## config.mk

```make
export PLATFORM = sky130hd
export DESIGN_NAME = quantized_iq_fm_discriminator
export DESIGN_NICKNAME = d
export VERILOG_FILES = /design/src/sv/qifd_pkg.sv /design/src/sv/quantized_iq_fm_discriminator.sv /design/src/sv/qifd_phase_stage.sv /design/src/sv/qifd_scale_stage.sv
export SDC_FILE = /design/constraint.sdc
export NUM_CORES = 1
export LEC_CHECK = 0
export ABC_CLOCK_PERIOD_IN_PS = 18850
export BUFFER_PORTS_ARGS = -buffer_cell sky130_fd_sc_hd__buf_4
export CORE_MARGIN = 4
export CORE_UTILIZATION = 40
export DETAILED_ROUTE_END_ITERATION = 8
export RECOVER_POWER = 50
export REMOVE_ABC_BUFFERS = 1
export SYNTH_ARGS = -nofsm -noshare
export SYNTH_HDL_FRONTEND = slang
export SYNTH_SLANG_ARGS = --single-unit
```

## constraint.sdc

```tcl
create_clock -name clk_i -period 18.85 [get_ports clk_i]
set_input_delay 1.885 -clock clk_i [delete_from_list [all_inputs] [get_ports clk_i]]
set_output_delay 1.885 -clock clk_i [all_outputs]
set_load 0.02 [all_outputs]
```

## src/sv/qifd_pkg.sv

```systemverilog
// Package: shared types, register indexes and the bucket-centre phase table.
package qifd_pkg;

  localparam int unsigned CodeW  = 5;
  localparam int unsigned GainW  = 8;
  localparam int unsigned PedW   = 6;
  localparam int unsigned PhaseW = 16;
  localparam int unsigned StepW  = 8;
  localparam int unsigned OutW   = 7;
  localparam int unsigned CfgIdxW  = 2;
  localparam int unsigned CfgDataW = 8;

  localparam int signed OutLow    = -20;
  localparam int signed OutHigh   = 43;
  localparam int signed PedOffset = 20;

  typedef enum logic [CfgIdxW-1:0] {
    CFG_GAIN     = 2'd0,
    CFG_PEDESTAL = 2'd1,
    CFG_POLARITY = 2'd2
  } cfg_idx_e;

  // Registered input item.
  typedef struct packed {
    logic             valid;
    logic [CodeW-1:0] cur_code;
    logic [CodeW-1:0] prev_code;
    logic             cur_q_fine;
  } item_t;

  // Rounded phase step handed to the scaling stage.
  typedef struct packed {
    logic                    valid;
    logic signed [StepW-1:0] step;
  } step_t;

  // atan2 of the bucket centres in 1/65536 turn. Row 0 is the I-fine
  // mapping and row 1 the Q-fine mapping, indexed by the 5-bit code.
  localparam logic signed [PhaseW-1:0] PhaseRom [2][32] = '{
    '{ 16'sd11564,  16'sd14672, -16'sd14677, -16'sd11576,
        16'sd6127,  16'sd11553, -16'sd11564,  -16'sd6164,
        16'sd3960,   16'sd9139,  -16'sd9152,  -16'sd3989,
        16'sd2895,   16'sd7390,  -16'sd7404,  -16'sd2917,
       16'sd29879,  16'sd25389, -16'sd25376, -16'sd29858,
       16'sd28819,  16'sd23645, -16'sd23632, -16'sd28791,
       16'sd26666,  16'sd21236, -16'sd21225, -16'sd26629,
       16'sd21269,  16'sd18122, -16'sd18118, -16'sd21236 },
    '{  16'sd4820,  16'sd10257,  16'sd12424,  16'sd13489,
      -16'sd13495, -16'sd12435, -16'sd10282,  -16'sd4885,
        16'sd1712,   16'sd4831,   16'sd7245,   16'sd8994,
       -16'sd9005,  -16'sd7261,  -16'sd4852,  -16'sd1738,
       16'sd31061,  16'sd27948,  16'sd25536,  16'sd23788,
      -16'sd23776, -16'sd25520, -16'sd27927, -16'sd31034,
       16'sd27960,  16'sd22548,  16'sd20373,  16'sd19301,
      -16'sd19294, -16'sd20361, -16'sd22523, -16'sd27916 }
  };

endpackage

```

## src/sv/quantized_iq_fm_discriminator.sv

```systemverilog
// Top level: quantized IQ FM phase-step discriminator with configuration registers.
//
//   Channel  Handshake                     Payload
//   -------  ----------------------------  ---------------------------------------
//   input    start_i, busy_o               current_code_i, previous_code_i,
//                                          current_q_fine_i
//   result   done_o (one-cycle strobe)     contribution_o
//   config   cfg_valid_i, cfg_ready_o      cfg_index_i, cfg_data_i
//
// One item is taken every clock cycle; busy_o stays low. An item is captured
// in the input register, turned into a rounded phase step in the phase-stage
// register and scaled into the result register; done_o is high while that
// result is held there. The three register stages are the input, phase and
// scale registers. Reset clears the valid flags and loads the register
// defaults (gain 1, pedestal 20, normal polarity). The receiver cannot stall
// the block, so results simply flow out one per accepted item.
module quantized_iq_fm_discriminator
  import qifd_pkg::*;
(
  input  logic                   clk_i,
  input  logic                   rst_ni,
  input  logic                   start_i,
  output logic                   busy_o,
  input  logic [CodeW-1:0]       current_code_i,
  input  logic [CodeW-1:0]       previous_code_i,
  input  logic                   current_q_fine_i,
  output logic                   done_o,
  output logic signed [OutW-1:0] contribution_o,
  input  logic                   cfg_valid_i,
  output logic                   cfg_ready_o,
  input  logic [CfgIdxW-1:0]     cfg_index_i,
  input  logic [CfgDataW-1:0]    cfg_data_i
);

  logic [GainW-1:0] gain_q;
  logic [PedW-1:0]  pedestal_q;
  logic             polarity_q;
  logic             in_valid_q;
  logic [CodeW-1:0] cur_code_q;
  logic [CodeW-1:0] prev_code_q;
  logic             cur_q_fine_q;
  item_t            item;
  step_t            step;

  // Every cycle is open to a new transfer on both the input and config sides.
  assign busy_o      = 1'b0;
  assign cfg_ready_o = 1'b1;

  // Configuration registers. Index three is not decoded and is dropped.
  always_ff @(posedge clk_i or negedge rst_ni) begin
    if (!rst_ni) begin
      gain_q     <= GainW'(1);
      pedestal_q <= PedW'(PedOffset);
      polarity_q <= 1'b0;
    end else if (cfg_valid_i && cfg_ready_o) begin
      unique case (cfg_idx_e'(cfg_index_i))
        CFG_GAIN:     gain_q     <= cfg_data_i[GainW-1:0];
        CFG_PEDESTAL: pedestal_q <= cfg_data_i[PedW-1:0];
        CFG_POLARITY: polarity_q <= cfg_data_i[0];
        default: begin
        end
      endcase
    end
  end

  // Input register: the valid flag is control, the codes are payload.
  always_ff @(posedge clk_i or negedge rst_ni) begin
    if (!rst_ni) begin
      in_valid_q <= 1'b0;
    end else begin
      in_valid_q <= start_i && !busy_o;
    end
  end

  always_ff @(posedge clk_i) begin
    cur_code_q   <= current_code_i;
    prev_code_q  <= previous_code_i;
    cur_q_fine_q <= current_q_fine_i;
  end

  always_comb begin
    item.valid      = in_valid_q;
    item.cur_code   = cur_code_q;
    item.prev_code  = prev_code_q;
    item.cur_q_fine = cur_q_fine_q;
  end

  qifd_phase_stage u_phase (
    .clk_i  (clk_i),
    .rst_ni (rst_ni),
    .item_i (item),
    .step_o (step)
  );

  qifd_scale_stage u_scale (
    .clk_i      (clk_i),
    .rst_ni     (rst_ni),
    .step_i     (step),
    .gain_i     (gain_q),
    .pedestal_i (pedestal_q),
    .polarity_i (polarity_q),
    .valid_o    (done_o),
    .value_o    (contribution_o)
  );

endmodule

```

## src/sv/qifd_phase_stage.sv

```systemverilog
// Phase stage: table lookup, wrapped phase difference and rounding to 1/256 turn.
module qifd_phase_stage
  import qifd_pkg::*;
(
  input  logic  clk_i,
  input  logic  rst_ni,
  input  item_t item_i,
  output step_t step_o
);

  logic signed [PhaseW-1:0] cur_phase;
  logic signed [PhaseW-1:0] prev_phase;
  logic [PhaseW-1:0]        diff_ob;
  logic [StepW-1:0]         whole;
  logic [StepW-1:0]         frac;
  logic                     round_up;
  logic [StepW:0]           rounded;
  logic signed [StepW-1:0]  step_d;
  logic                     valid_q;
  logic signed [StepW-1:0]  step_q;

  always_comb begin
    cur_phase  = PhaseRom[item_i.cur_q_fine][item_i.cur_code];
    prev_phase = PhaseRom[~item_i.cur_q_fine][item_i.prev_code];
    // Offset-binary form of the wrapped difference: flip the sign bit.
    diff_ob = PhaseW'(cur_phase - prev_phase) ^ {1'b1, {(PhaseW-1){1'b0}}};
    whole   = diff_ob[PhaseW-1 -: StepW];
    frac    = diff_ob[StepW-1:0];
    // Round to nearest, ties to even.
    round_up = (frac > 8'd128) || ((frac == 8'd128) && whole[0]);
    rounded  = {1'b0, whole} + {{StepW{1'b0}}, round_up};
    // Only +128 can overflow; it saturates to +127.
    if (rounded[StepW]) begin
      step_d = 8'sd127;
    end else begin
      step_d = $signed({~rounded[StepW-1], rounded[StepW-2:0]});
    end
  end

  always_ff @(posedge clk_i or negedge rst_ni) begin
    if (!rst_ni) begin
      valid_q <= 1'b0;
    end else begin
      valid_q <= item_i.valid;
    end
  end

  always_ff @(posedge clk_i) begin
    step_q <= step_d;
  end

  assign step_o.valid = valid_q;
  assign step_o.step  = step_q;

endmodule

```

## src/sv/qifd_scale_stage.sv

```systemverilog
// Scale stage: polarity, gain multiply, pedestal offset and output saturation.
module qifd_scale_stage
  import qifd_pkg::*;
(
  input  logic                   clk_i,
  input  logic                   rst_ni,
  input  step_t                  step_i,
  input  logic [GainW-1:0]       gain_i,
  input  logic [PedW-1:0]        pedestal_i,
  input  logic                   polarity_i,
  output logic                   valid_o,
  output logic signed [OutW-1:0] value_o
);

  localparam int unsigned ProdW = 18;

  logic signed [StepW:0]   step_pol;
  logic signed [ProdW-1:0] prod;
  logic signed [ProdW-1:0] sum;
  logic signed [OutW-1:0]  value_d;
  logic                    valid_q;
  logic signed [OutW-1:0]  value_q;

  always_comb begin
    step_pol = polarity_i ? -(StepW+1)'(step_i.step) : (StepW+1)'(step_i.step);
    prod = ProdW'(step_pol) * $signed({{(ProdW-GainW){1'b0}}, gain_i});
    sum  = prod + $signed({{(ProdW-PedW){1'b0}}, pedestal_i}) - ProdW'(PedOffset);
    if (sum < ProdW'(OutLow)) begin
      value_d = OutW'(OutLow);
    end else if (sum > ProdW'(OutHigh)) begin
      value_d = OutW'(OutHigh);
    end else begin
      value_d = sum[OutW-1:0];
    end
  end

  always_ff @(posedge clk_i or negedge rst_ni) begin
    if (!rst_ni) begin
      valid_q <= 1'b0;
    end else begin
      valid_q <= step_i.valid;
    end
  end

  always_ff @(posedge clk_i) begin
    value_q <= value_d;
  end

  assign valid_o = valid_q;
  assign value_o = value_q;

endmodule

```

==> metrics.txt <==
CORE AREA around 22,000 um2; Max FO, Critical Path 8; critical path class reg -> reg; Hold Crit Depth 0; main combinational cell family by area after synthesis adder cells; compound-gate portion of the synthesized area between 20% and 30%; RePlAce Congestion approximately 0.9; post-synthesis register bit count between 40 and 50; endpoints failing setup 0; Critical-path top delay cell fa_1; num rows 54; clock-pin transition on the worst setup and hold timing paths 0.07 ns; worst clock skew ~0.0096 ns; GRT Util Overall 18.6%; # H-tree levels 2; die width 157 um; top-area cell type share of the netlist area around 18%; CTS Sinks 44; ys async rst share between 40 and 50%; Worst-Skew Late Latency ~0.30 ns; die area about 25,000 um2; GRT overflow 0; Distinct cells, synth 82; via count of the first global-routing pass roughly 7.7k; startpoint types flop; I/O pin total 35; Synth Area in Adders between 20% and 30%; initial antenna violation count 0; fin. max-slew vios 0; DRC errors left 0; Top FF cell, synth dfxtp_1; xor and xnor area share after synthesis approximately 4.5%; Worst Path Required ~19 ns; n_diodes 0; Mapped Area 8920 um2; placed cell area 9280 um2; share of layout cells above drive strength 1 8.22%; fin crit share between 30 and 40%; fin crit period around 7.0 ns; vias per cell between 5 and 6; sequential element share of the synthesized area between 10% and 20%; Post-Synth Simple-Gate Area between 10% and 20%; Layout Area Growth over Synthesis 5.88%; Slew @ Worst Pin 1.20 ns; Yosys Warn Count 0; syn avg cell area about 7.7 um2; per-cell routed wire length 16.0 um; cell taking the most area after synthesis fa_1; Die H between 150 and 200 um; critical path arrival slightly above 7 ns; Synth area leaders fa_1 18%, ha_1 11%, inv_1 6.2%; first drt pass iteration count 5; Worst slew margin between 20% and 30%; mux contribution to synthesized area roughly 4.1%; Clock Path Buffers 2; CTS Buf Count 5; CTS Hold Buffers Added 0; sum of negative setup slack 0 ns; Worst Reg-to-Reg Cells 25; initial detailed-routing violation count 498; CTS tree done; first-pass GRT wire length 38.6 mm; vias a little under 8k; RSZ-0062 raised after global routing false; Design Area, Final 9450 um2; largest net degree at the start of global routing 66; outcome finished, final reports clean; initial core utilization 40.8%; final hold vios 0; Max Freq 143 MHz; post-CTS sizing 0; WL final between 20 and 25 mm; Root Buffer clkbuf_16; nets@finish approximately 1.3k; DRT antenna net count 0; DP HPWL 17.6 mm; class of the worst hold path reg -> reg; final core occ between 40% and 50%; Post CTS Setup Buffer Count 0; max_cap viols 0; CP peak stage delay about 0.7 ns; Setup crit end kind flop; Buffers on Ports 32; EDFF count, synth 0; Post-Synthesis Cells around 1.2k
[synth_stat cells (4+ instances only)]
library cell,n
a211oi_1,28
a21boi_0,4
a21o_1,16
a21oi_1,87
a311oi_1,4
a31oi_1,12
and2_1,29
buf_1,14
buf_4,4
clkbuf_1,52
dfrtp_1,15
dfxtp_1,26
fa_1,80
ha_1,80
inv_1,147
mux2_2,15
mux2i_1,8
mux4_2,5
nand2_1,126
nand2b_1,15
nand3_1,18
nand3b_1,5
nand4_1,9
nor2_1,82
nor2b_1,11
nor3_1,22
nor3b_1,5
o211ai_1,19
o21ai_0,66
o21ai_1,5
o21bai_1,7
o22ai_1,4
o311ai_0,7
o31ai_1,7
or3_1,5
xnor2_1,28
xor2_1,14
[area by class of cell]
| class | instances | area [um2] |
|---|---|---|
| repair buffers | 41 | 300 |
| multi-input cells | 890 | 7090 |
| well taps | 280 | 350 |
| clock buffers | 5 | 125 |
| fillers | 2278 | 12400 |
| flip-flops and latches | 44 | 976 |
| inverters | 149 | 559 |
| clock inverters | 3 | 46.3 |
[metal layers]
layer  track usage, %  wire length [um]  up-vias
li1                 -                 -     3900
met1             25.7             10300     3746
met2             31.2             10900      213
met3             2.23               965       25
met4             4.79               432        0
met5                0                 0        -
[per-stage QoR]
stage | hold slack [ns] | instances | setup slack [ns]
5_1_grt | 0.363 | 1412 | 11.29
6_report | 0.362 | 1412 | 11.83
3_5_place_dp | 0.346 | 1404 | 11.89
2_1_floorplan | 0.331 | 1083 | 12.45
4_1_cts | 0.361 | 1412 | 11.87
3_3_place_gp | 0.334 | 1404 | 12.01
[worst max-delay path, delay by kind of cell (launching register included)]
family	cells	cell delay (ns)
muxes	1	0.46
adders and majority gates	6	3.25
and+or+nand+nor	9	1.61
AOI/OAI and AO/OA	3	0.73
xor gates and xnor gates	1	0.18
buffers and inverters	5	0.35
DFF	1	0.33
[layout by cell type, fill, tap and decap left out, types with 7 or more instances in the layout]
master      n
a211oi_1   28
a21o_1     16
a21oi_1    87
a31oi_1    12
and2_1     29
buf_4      26
clkbuf_4   13
dfrtp_1    15
dfxtp_1    25
fa_1       80
ha_1       80
inv_1     147
mux2_2     15
mux2i_1     8
nand2_1   126
nand2b_1   15
nand3_1    18
nand4_1     9
nor2_1     82
nor2b_1    11
nor3_1     22
o211ai_1   19
o21ai_0    66
o21bai_1    7
o311ai_0    7
o31ai_1     7
xnor2_1    28
xor2_1     14
[logic make-up (layout without fill, tap and decap cells)]
| group | after synthesis | in the layout |
|---|---|---|
| compound gates | 310 | 310 |
| xor+xnor | 44 | 44 |
| fa+ha+maj | 160 | 160 |
| buf+inv | 222 | 198 |
| flops | 44 | 44 |
| mux | 28 | 28 |
| other cells | 2 | 2 |
| simple gates | 346 | 346 |
[registers in the layout, summed over array words and instances, names as in the netlist]
signal and flops:
gain_q 8, u_phase.step_q 8, u_scale.value_o 7, pedestal_q 6
cur_code_q 5, prev_code_q 5, cur_q_fine_q 1, in_valid_q 1
polarity_q 1, u_phase.valid_q 1, u_scale.valid_o 1
[worst paths after layout]
| path | startpoint | to | slack (ns) |
|---|---|---|---|
| max in group asynchronous | rst_ni | gain_q[4]$_DFFE_PN0P_ | 16.57 |
| setup reg to reg | u_phase.step_q[2]$_SDFF_PP1_ | u_scale.value_o[2]$_SDFF_PP1_ | 11.83 |
| hold / removal | u_phase.valid_q$_DFF_PN0_ | u_scale.valid_o$_DFF_PN0_ | 0.36 |
| setup / recovery | u_phase.step_q[2]$_SDFF_PP1_ | u_scale.value_o[2]$_SDFF_PP1_ | 11.83 |
| min in group asynchronous | rst_ni | u_phase.valid_q$_DFF_PN0_ | 1.70 |
| hold reg to reg | u_phase.valid_q$_DFF_PN0_ | u_scale.valid_o$_DFF_PN0_ | 0.36 |
Power is not shown: default switching activity piles up to over one toggle a cycle in this logic, so the estimate is an artifact.
